`src/assert_macros.svh`:
```
// assertion helpers for the recency list rtl
`ifndef ASSERT_MACROS_SVH
`define ASSERT_MACROS_SVH

// concurrent check sampled on the rising clock, off during reset
`define CHECK_PROP(label, clk, rst, prop, msg) \
   label: assert property (@(posedge clk) disable iff (rst) prop) else $error(msg);

// concurrent check that also runs during reset
`define CHECK_ALWAYS(label, clk, prop, msg) \
   label: assert property (@(posedge clk) prop) else $error(msg);

`endif

```
`src/lru_pkg.sv`:
```
// ----------------------------------------------------------------------------
// lru_pkg
// types, codes and sizes shared by the recency list
// ----------------------------------------------------------------------------
package lru_pkg;

   localparam int ENTRIES    = 64;
   localparam int CHAR_BITS  = 16;
   localparam int SLOT_BITS  = 6;
   localparam int COUNT_BITS = 7;

   // operation codes
   localparam logic [1:0] MODE_INSERT = 2'd0;
   localparam logic [1:0] MODE_EVICT  = 2'd1;
   localparam logic [1:0] MODE_TOUCH  = 2'd2;
   localparam logic [1:0] MODE_CLEAR  = 2'd3;

   // status codes
   localparam logic [1:0] STATUS_OK       = 2'd0;
   localparam logic [1:0] STATUS_FULL     = 2'd1;
   localparam logic [1:0] STATUS_EMPTY    = 2'd2;
   localparam logic [1:0] STATUS_NOT_USED = 2'd3;

   typedef struct packed {
      logic [1:0]           mode;
      logic [SLOT_BITS-1:0] slot_in;
      logic [15:0]          char_code;
   } req_type;

   typedef struct packed {
      logic [1:0]            status;
      logic [SLOT_BITS-1:0]  slot_out;
      logic [15:0]           char_out;
      logic [SLOT_BITS-1:0]  head_slot;
      logic [SLOT_BITS-1:0]  tail_slot;
      logic [COUNT_BITS-1:0] entry_count;
   } rsp_type;

endpackage

```
`src/lru_recency_list.sv`:
```
// ----------------------------------------------------------------------------
// lru_recency_list
// recency list over a pool of slots, links and characters held in memories
// ----------------------------------------------------------------------------
// usage
//   a transaction is taken on a rising edge with start high and busy low;
//   req carries mode, slot and character code
//   each transaction gives one response, shown on rsp for exactly one cycle
//   with rsp_valid high; the receiver cannot stall it
//   insert, evict, clear and trivial touches respond from the execute state;
//   a touch that relinks goes on from there to the link state and responds
//   from it, since each link memory takes one write per cycle and both the
//   unlink and the relink write the next memory; a new transaction is taken
//   only once the response of the last one is registered
//   busy is high from acceptance until the cycle the response is registered
//   reset clears the in-use flags, head, tail and count at once; no sweep of
//   the memories is needed as values of unlinked entries are never used when read
// ----------------------------------------------------------------------------
`include "assert_macros.svh"

module lru_recency_list
   import lru_pkg::*;
(
   input  logic    clock,
   input  logic    reset,
   input  logic    start,
   output logic    busy,
   input  req_type req,
   output logic    rsp_valid,
   output rsp_type rsp
);

   localparam logic [1:0] ST_IDLE  = 2'd0;
   localparam logic [1:0] ST_EXEC  = 2'd1;
   localparam logic [1:0] ST_LINK  = 2'd2;

   logic [1:0]            state_ff, state_in;
   req_type               req_ff;
   logic [SLOT_BITS-1:0]  head_ff, head_in;
   logic [SLOT_BITS-1:0]  tail_ff, tail_in;
   logic [COUNT_BITS-1:0] count_ff, count_in;
   logic [ENTRIES-1:0]    in_use_ff, in_use_in;
   logic                  rsp_valid_ff, rsp_valid_in;
   rsp_type               rsp_ff, rsp_in;

   // link and character memories
   logic [SLOT_BITS-1:0] next_mem [ENTRIES];
   logic [SLOT_BITS-1:0] prev_mem [ENTRIES];
   logic [CHAR_BITS-1:0] char_mem [ENTRIES];

   logic [SLOT_BITS-1:0] rd_addr;
   logic [SLOT_BITS-1:0] rd_next_ff, rd_prev_ff;
   logic [CHAR_BITS-1:0] rd_char_ff;

   logic                 next_we, prev_we, char_we;
   logic [SLOT_BITS-1:0] next_wa, next_wd, prev_wa, prev_wd, char_wa;

   logic [SLOT_BITS-1:0] free_slot;
   logic                 free_found;
   logic                 accept;

   assign accept  = start && (state_ff == ST_IDLE);
   assign rd_addr = (req.mode == MODE_EVICT) ? tail_ff : req.slot_in;

   // lowest free slot
   always_comb begin
      free_slot  = '0;
      free_found = 1'b0;
      for (int i = ENTRIES - 1; i >= 0; i--) begin
         if (!in_use_ff[i]) begin
            free_slot  = SLOT_BITS'(i);
            free_found = 1'b1;
         end
      end
   end

   // synchronous memory read and write
   always_ff @(posedge clock) begin
      rd_next_ff <= next_mem[rd_addr];
      rd_prev_ff <= prev_mem[rd_addr];
      rd_char_ff <= char_mem[rd_addr];
      if (next_we) next_mem[next_wa] <= next_wd;
      if (prev_we) prev_mem[prev_wa] <= prev_wd;
      if (char_we) char_mem[char_wa] <= req_ff.char_code[CHAR_BITS-1:0];
   end

   // operation sequencing
   always_comb begin
      state_in     = state_ff;
      head_in      = head_ff;
      tail_in      = tail_ff;
      count_in     = count_ff;
      in_use_in    = in_use_ff;
      rsp_valid_in = 1'b0;
      rsp_in       = rsp_ff;
      next_we      = 1'b0;
      prev_we      = 1'b0;
      char_we      = 1'b0;
      next_wa      = '0;
      next_wd      = '0;
      prev_wa      = '0;
      prev_wd      = '0;
      char_wa      = '0;

      case (state_ff)
         ST_IDLE: begin
            if (accept) state_in = ST_EXEC;
         end
         ST_EXEC: begin
            rsp_valid_in    = 1'b1;
            rsp_in.status   = STATUS_OK;
            rsp_in.slot_out = '0;
            rsp_in.char_out = '0;
            state_in        = ST_IDLE;
            case (req_ff.mode)
               MODE_INSERT: begin
                  if (!free_found) begin
                     rsp_in.status = STATUS_FULL;
                  end else begin
                     in_use_in[free_slot] = 1'b1;
                     char_we = 1'b1;
                     char_wa = free_slot;
                     next_we = 1'b1;
                     next_wa = free_slot;
                     next_wd = (count_ff == '0) ? '0 : head_ff;
                     if (count_ff == '0) begin
                        tail_in = free_slot;
                     end else begin
                        prev_we = 1'b1;
                        prev_wa = head_ff;
                        prev_wd = free_slot;
                     end
                     head_in  = free_slot;
                     count_in = count_ff + 1'b1;
                     rsp_in.slot_out = free_slot;
                  end
               end
               MODE_EVICT: begin
                  if (count_ff == '0) begin
                     rsp_in.status = STATUS_EMPTY;
                  end else begin
                     rsp_in.slot_out = tail_ff;
                     rsp_in.char_out = 16'(rd_char_ff);
                     in_use_in[tail_ff] = 1'b0;
                     count_in = count_ff - 1'b1;
                     if (count_ff == COUNT_BITS'(1)) begin
                        head_in = '0;
                        tail_in = '0;
                     end else begin
                        tail_in = rd_prev_ff;
                     end
                  end
               end
               MODE_TOUCH: begin
                  if (!in_use_ff[req_ff.slot_in]) begin
                     rsp_in.status = STATUS_NOT_USED;
                  end else if (count_ff > COUNT_BITS'(1) && req_ff.slot_in != head_ff) begin
                     // unlink the slot from its neighbours
                     next_we = 1'b1;
                     next_wa = rd_prev_ff;
                     next_wd = rd_next_ff;
                     if (req_ff.slot_in == tail_ff) begin
                        tail_in = rd_prev_ff;
                     end else begin
                        prev_we = 1'b1;
                        prev_wa = rd_next_ff;
                        prev_wd = rd_prev_ff;
                     end
                     rsp_valid_in = 1'b0;
                     state_in     = ST_LINK;
                  end
               end
               default: begin
                  in_use_in = '0;
                  head_in   = '0;
                  tail_in   = '0;
                  count_in  = '0;
               end
            endcase
         end
         ST_LINK: begin
            // link the touched slot in front of the old head
            next_we      = 1'b1;
            next_wa      = req_ff.slot_in;
            next_wd      = head_ff;
            prev_we      = 1'b1;
            prev_wa      = head_ff;
            prev_wd      = req_ff.slot_in;
            head_in      = req_ff.slot_in;
            rsp_valid_in = 1'b1;
            state_in     = ST_IDLE;
         end
         default: state_in = ST_IDLE;
      endcase

      rsp_in.head_slot   = head_in;
      rsp_in.tail_slot   = tail_in;
      rsp_in.entry_count = count_in;
   end

   // control registers
   always_ff @(posedge clock) begin
      if (reset) begin
         state_ff     <= ST_IDLE;
         head_ff      <= '0;
         tail_ff      <= '0;
         count_ff     <= '0;
         in_use_ff    <= '0;
         rsp_valid_ff <= 1'b0;
      end else begin
         state_ff     <= state_in;
         head_ff      <= head_in;
         tail_ff      <= tail_in;
         count_ff     <= count_in;
         in_use_ff    <= in_use_in;
         rsp_valid_ff <= rsp_valid_in;
      end
   end

   // payload registers
   always_ff @(posedge clock) begin
      if (accept) req_ff <= req;
      rsp_ff <= rsp_in;
   end

   assign busy      = (state_ff != ST_IDLE);
   assign rsp_valid = rsp_valid_ff;
   assign rsp       = rsp_ff;

   `CHECK_PROP(a_count_matches_flags, clock, reset, count_ff == COUNT_BITS'($countones(in_use_ff)), "entry count disagrees with in-use flags")
   `CHECK_PROP(a_accept_goes_busy, clock, reset, accept |=> busy, "transaction taken but block not busy")
   `CHECK_PROP(a_full_means_all_used, clock, reset, (rsp_valid && rsp.status == STATUS_FULL) |-> (rsp.entry_count == COUNT_BITS'(ENTRIES)), "full status with free slots")
   `CHECK_PROP(a_empty_pointers_zero, clock, reset, (count_ff == '0) |-> (head_ff == '0 && tail_ff == '0), "empty list with stale pointers")

endmodule

```
`config.mk`:
```
export PLATFORM = sky130hd
export DESIGN_NAME = lru_recency_list
export DESIGN_NICKNAME = d
export VERILOG_FILES = /design/src/lru_pkg.sv /design/src/lru_recency_list.sv
export VERILOG_INCLUDE_DIRS = /design/src /design/src/src
export SDC_FILE = /design/constraint.sdc
export NUM_CORES = 2
export LEC_CHECK = 0
export BUFFER_PORTS_ARGS = -buffer_cell sky130_fd_sc_hd__buf_4
export CORE_MARGIN = 5
export CORE_UTILIZATION = 59
export CTS_BUF_LIST = sky130_fd_sc_hd__clkbuf_8
export DETAILED_ROUTE_END_ITERATION = 10
export GPL_TIMING_DRIVEN = 0
export PLACE_DENSITY = 0.78
export SYNTH_ARGS = -nofsm -noshare
export SYNTH_HDL_FRONTEND = slang
export SYNTH_SLANG_ARGS = --single-unit
```
`constraint.sdc`:
```
create_clock -name clock -period 4.7 [get_ports clock]
set_input_delay 0.235 -clock clock [delete_from_list [all_inputs] [get_ports clock]]
set_output_delay 0.235 -clock clock [all_outputs]
set_load 0.005 [all_outputs]
```
==> results.cfg <==
[placed_design]
place_ws_ns = -1.14
gp_congestion = 1.01
dp_hpwl_um = 162000
io_buffers = 71

[power_and_ir_drop]
power_density_nw_per_um2 = 389
switching_share_pct = 23.1
internal_power_mw = 27.4
totalPowerFinal_mw = 35.6
clkPwrFrac_pct = 39.8
ir_worst_vdd_v = 0.000365
p_comb_share_pct = 6.1
power_leakage_nw = 27.7
pwr-share-seq_pct = 54.0
switching_power_mw = 8.23

[synthesis]
synthTopCellsByArea = edfxtp_1 (69%), mux4_2 (13%), dfxtp_1 (3.3%), nand2_1 (1.7%), a211oi_1 (1.3%)
ys_ff_latch = 1973
syn_inst = 4545
synth-async-reset-ratio_pct = 0
synth.avg_cell_area_um2 = 17.5
synth.distinct_cells = 84
ys.flop_type = edfxtp_1
yosysTopAreaCellShare_pct = 69.5
syn_nets = 4578
synth_top_area_cell = edfxtp_1
syn-cell-area_um2 = 79600
yosys_warnings = 0
synth_edf_count = 1840
ys_seq_area_share_pct = 72.8

[clock_network]
path_clk_slew_ns = 0.07
cts_tree = built
clk_latency_ns = 1.03
cts_root_buf = clkbuf_8
h-tree-depth = 5
cts.sinks = 1973
cts_buffer_depth = 4
numCtsBuffers = 323

[floorplanning]
rows = 134
initial_core_util_pct = 59.5
core_um2 = 134000
io_pins = 72
dieWidth_um = 377
die_area_um2 = 142000
die_y_um = 377

[sta]
maxSlewViolCount = 12
fin_crit_sh_pct = 105
setup_viol = 140
worst-slew-pin-transition_ns = 1.51
clock_skew_ns = 0.0702
slew_headroom_pct = -0.784
post-route-min-period_ns = 4.92
setup_slack_ns = -0.220
fmax_mhz = 203
rsz0062_at_grt = true
hold_viol = 0

[setup_path]
slowest_delay_ns = 1.08
worstSetupStartpoint = req[22]
critical_path.slowest_cell = buf_1
critPathKind = input pin to register
worstPathMaxFanout = 10
cp_common_cell = buf_2
start_kind = input pin
reg2reg_depth = 10
endpoint_kind = register
crit_arrival_ns = 5.74
crit_chain = dlygate4sd3_1 -> buf_4 -> nand2b_1 -> buf_2 -> mux2i_2 -> buf_6 -> buf_2 -> clkbuf_1 -> buf_1 -> mux4_2 -> nand2_1 -> a31oi_1 -> a211oi_1 -> a21oi_1
required_ns = 5.52
timing.rr.start = tail_ff[1]

[status]
outcome = finished with violations
violations = max-capacitance violations, max-slew violations, negative setup slack

[detailed_routing]
wl_um = 238000
drc_errors = 0
ant_nets = 0
first_pass_iters = 8
num_vias = 48500
drt_iter0_drc = 7462
routedWlPerCell_um = 33.6
vias_per_cell = 6.85

[final_layout]
ff_latch_area_um2 = 57900
nFillCells = 8110
layout-drive-gt1-share_pct = 25.2
mostFrequentLayoutCell = edfxtp_1
synthToLayoutAreaGrowth_pct = 15.2
multiInputGateArea_um2 = 21200
most-common-layout-cells = edfxtp_1 (1840), mux4_2 (448), nand2_1 (366), clkbuf_8 (343), clkbuf_1 (181)
layout.nets = 5121

[min_path]
min-delay-start = start
min_path_type = input pin to register
min_path_cells = 4

[global_route]
grt_usage_pct = 33.5
grt_remaining_overflow = 0
grt_start_max_net_pins = 57
grt_pass1_wl_um = 337000
antenna_found_initial = 18
first_global_vias = 48000

[run]
cap_violations = 2
==> state kept, by name (all words and copies together) (netlist names), 7 cells and up <==
register    count
char_mem     1024
next_mem      384
prev_mem      384
in_use_ff      64
rsp            43
req_ff         24
rd_char_ff     16
count_ff        7
==> final cells by class <==
class	instances	share of cell area, %
Antenna cell	8	0.0218
Multi-Input combinational cell	2232	23.1
Clock buffer	343	5.15
Sequential cell	1973	63.2
Inverter	38	0.160
Tap cell	1768	2.41
Buffer	294	1.42
Timing Repair Buffer	226	3.28
Clock inverter	200	1.30
==> power groups by stage <==
| stage | Sequential (mW) | Clock, mW | Combinational (mW) |
|---|---|---|---|
| after CTS | 19.2 | 14.1 | 2.10 |
| after detailed placement | 19.6 | 0 | 2.04 |
| after global routing | 19.2 | 15.1 | 2.23 |
| after floorplan | 19.6 | 0 | 1.05 |
| final | 19.2 | 14.2 | 2.19 |
| after global placement | 19.7 | 0 | 1.77 |
==> kinds of logic after synthesis <==
| group | share of synthesized area [%] |
|---|---|
| AND/OR/NAND/NOR | 6.28 |
| flip-flops | 72.8 |
| buffers and inverters | 1.79 |
| multiplexers | 13.2 |
| adder cells (fa/ha/maj) | 0.0944 |
| XOR/XNOR | 0.132 |
| AO/OA/AOI/OAI | 5.74 |
==> Yosys cell counts (8+ instances only) <==
master / instances
buf_1: 22
mux4_2: 448
mux2i_1: 37
nand3_1: 57
and3_1: 26
nor2b_1: 28
nand4_1: 25
xnor2_1: 8
a41oi_1: 9
buf_2: 60
a311oi_1: 58
or3_1: 15
and2_1: 144
nand2b_1: 17
nor2_1: 230
edfxtp_1: 1840
nor3b_1: 9
a22oi_1: 23
nor2_2: 10
a211oi_1: 143
a21oi_1: 183
dfxtp_1: 133
inv_1: 38
a22o_1: 11
o21ai_0: 91
nor3_1: 52
a31oi_1: 102
clkbuf_1: 199
a21o_1: 8
nand2_1: 367
clkbuf_2: 10
o21ai_1: 8
==> repair_timing <==
action,in CTS,in global routing
setup endpoints to repair,1628,763
buffers inserted,10,2
pin swaps,3,3
hold buffers,50,0
gates resized for setup,91,100
endpoints found under the hold margin,50,0
==> critical path, delay by kind of cell <==
kind            cells  cell delay [ns]
buf+inv             7             3.32
simple gates        2             0.16
mux                 2             0.72
compound gates      3             1.27
==> layer usage <==
layer  track usage [%]  part of all wire, %  up-vias
li1                  -                    -    19500
met1              43.1                   33    24100
met2              50.8                   46     4064
met3              11.3                   14      881
met4              18.7                  6.4       16
met5             0.876                 0.16        -
==> stage by stage <==
stage | TNS, ns | instances | util [%] | hold slack [ns] | area (um2)
2_1_floorplan | 0 | 4545 | - | 0.334 | 79600
3_3_place_gp | -2766.50 | 6384 | 61.5 | 0.415 | 82300
3_5_place_dp | -765.44 | 6476 | 63.1 | 0.415 | 84400
4_1_cts | -0.673 | 7074 | 68.2 | 0.00468 | 91300
5_1_grt | -28.80 | 7076 | 68.5 | 0.0587 | 91600
6_report | -7.67 | 7082 | 68.5 | 0.0834 | 91700
==> path summary, 6_finish.rpt <==
| check | end | slack (ns) |
|---|---|---|
| setup / recovery | rd_prev_ff[2] | -0.22 |
| setup reg to reg | rd_prev_ff[2] | -0.19 |
| hold reg to reg | rsp[25] | 0.52 |
| hold / removal | state_ff[1] | 0.08 |
Power figures use the tool's default switching activity.
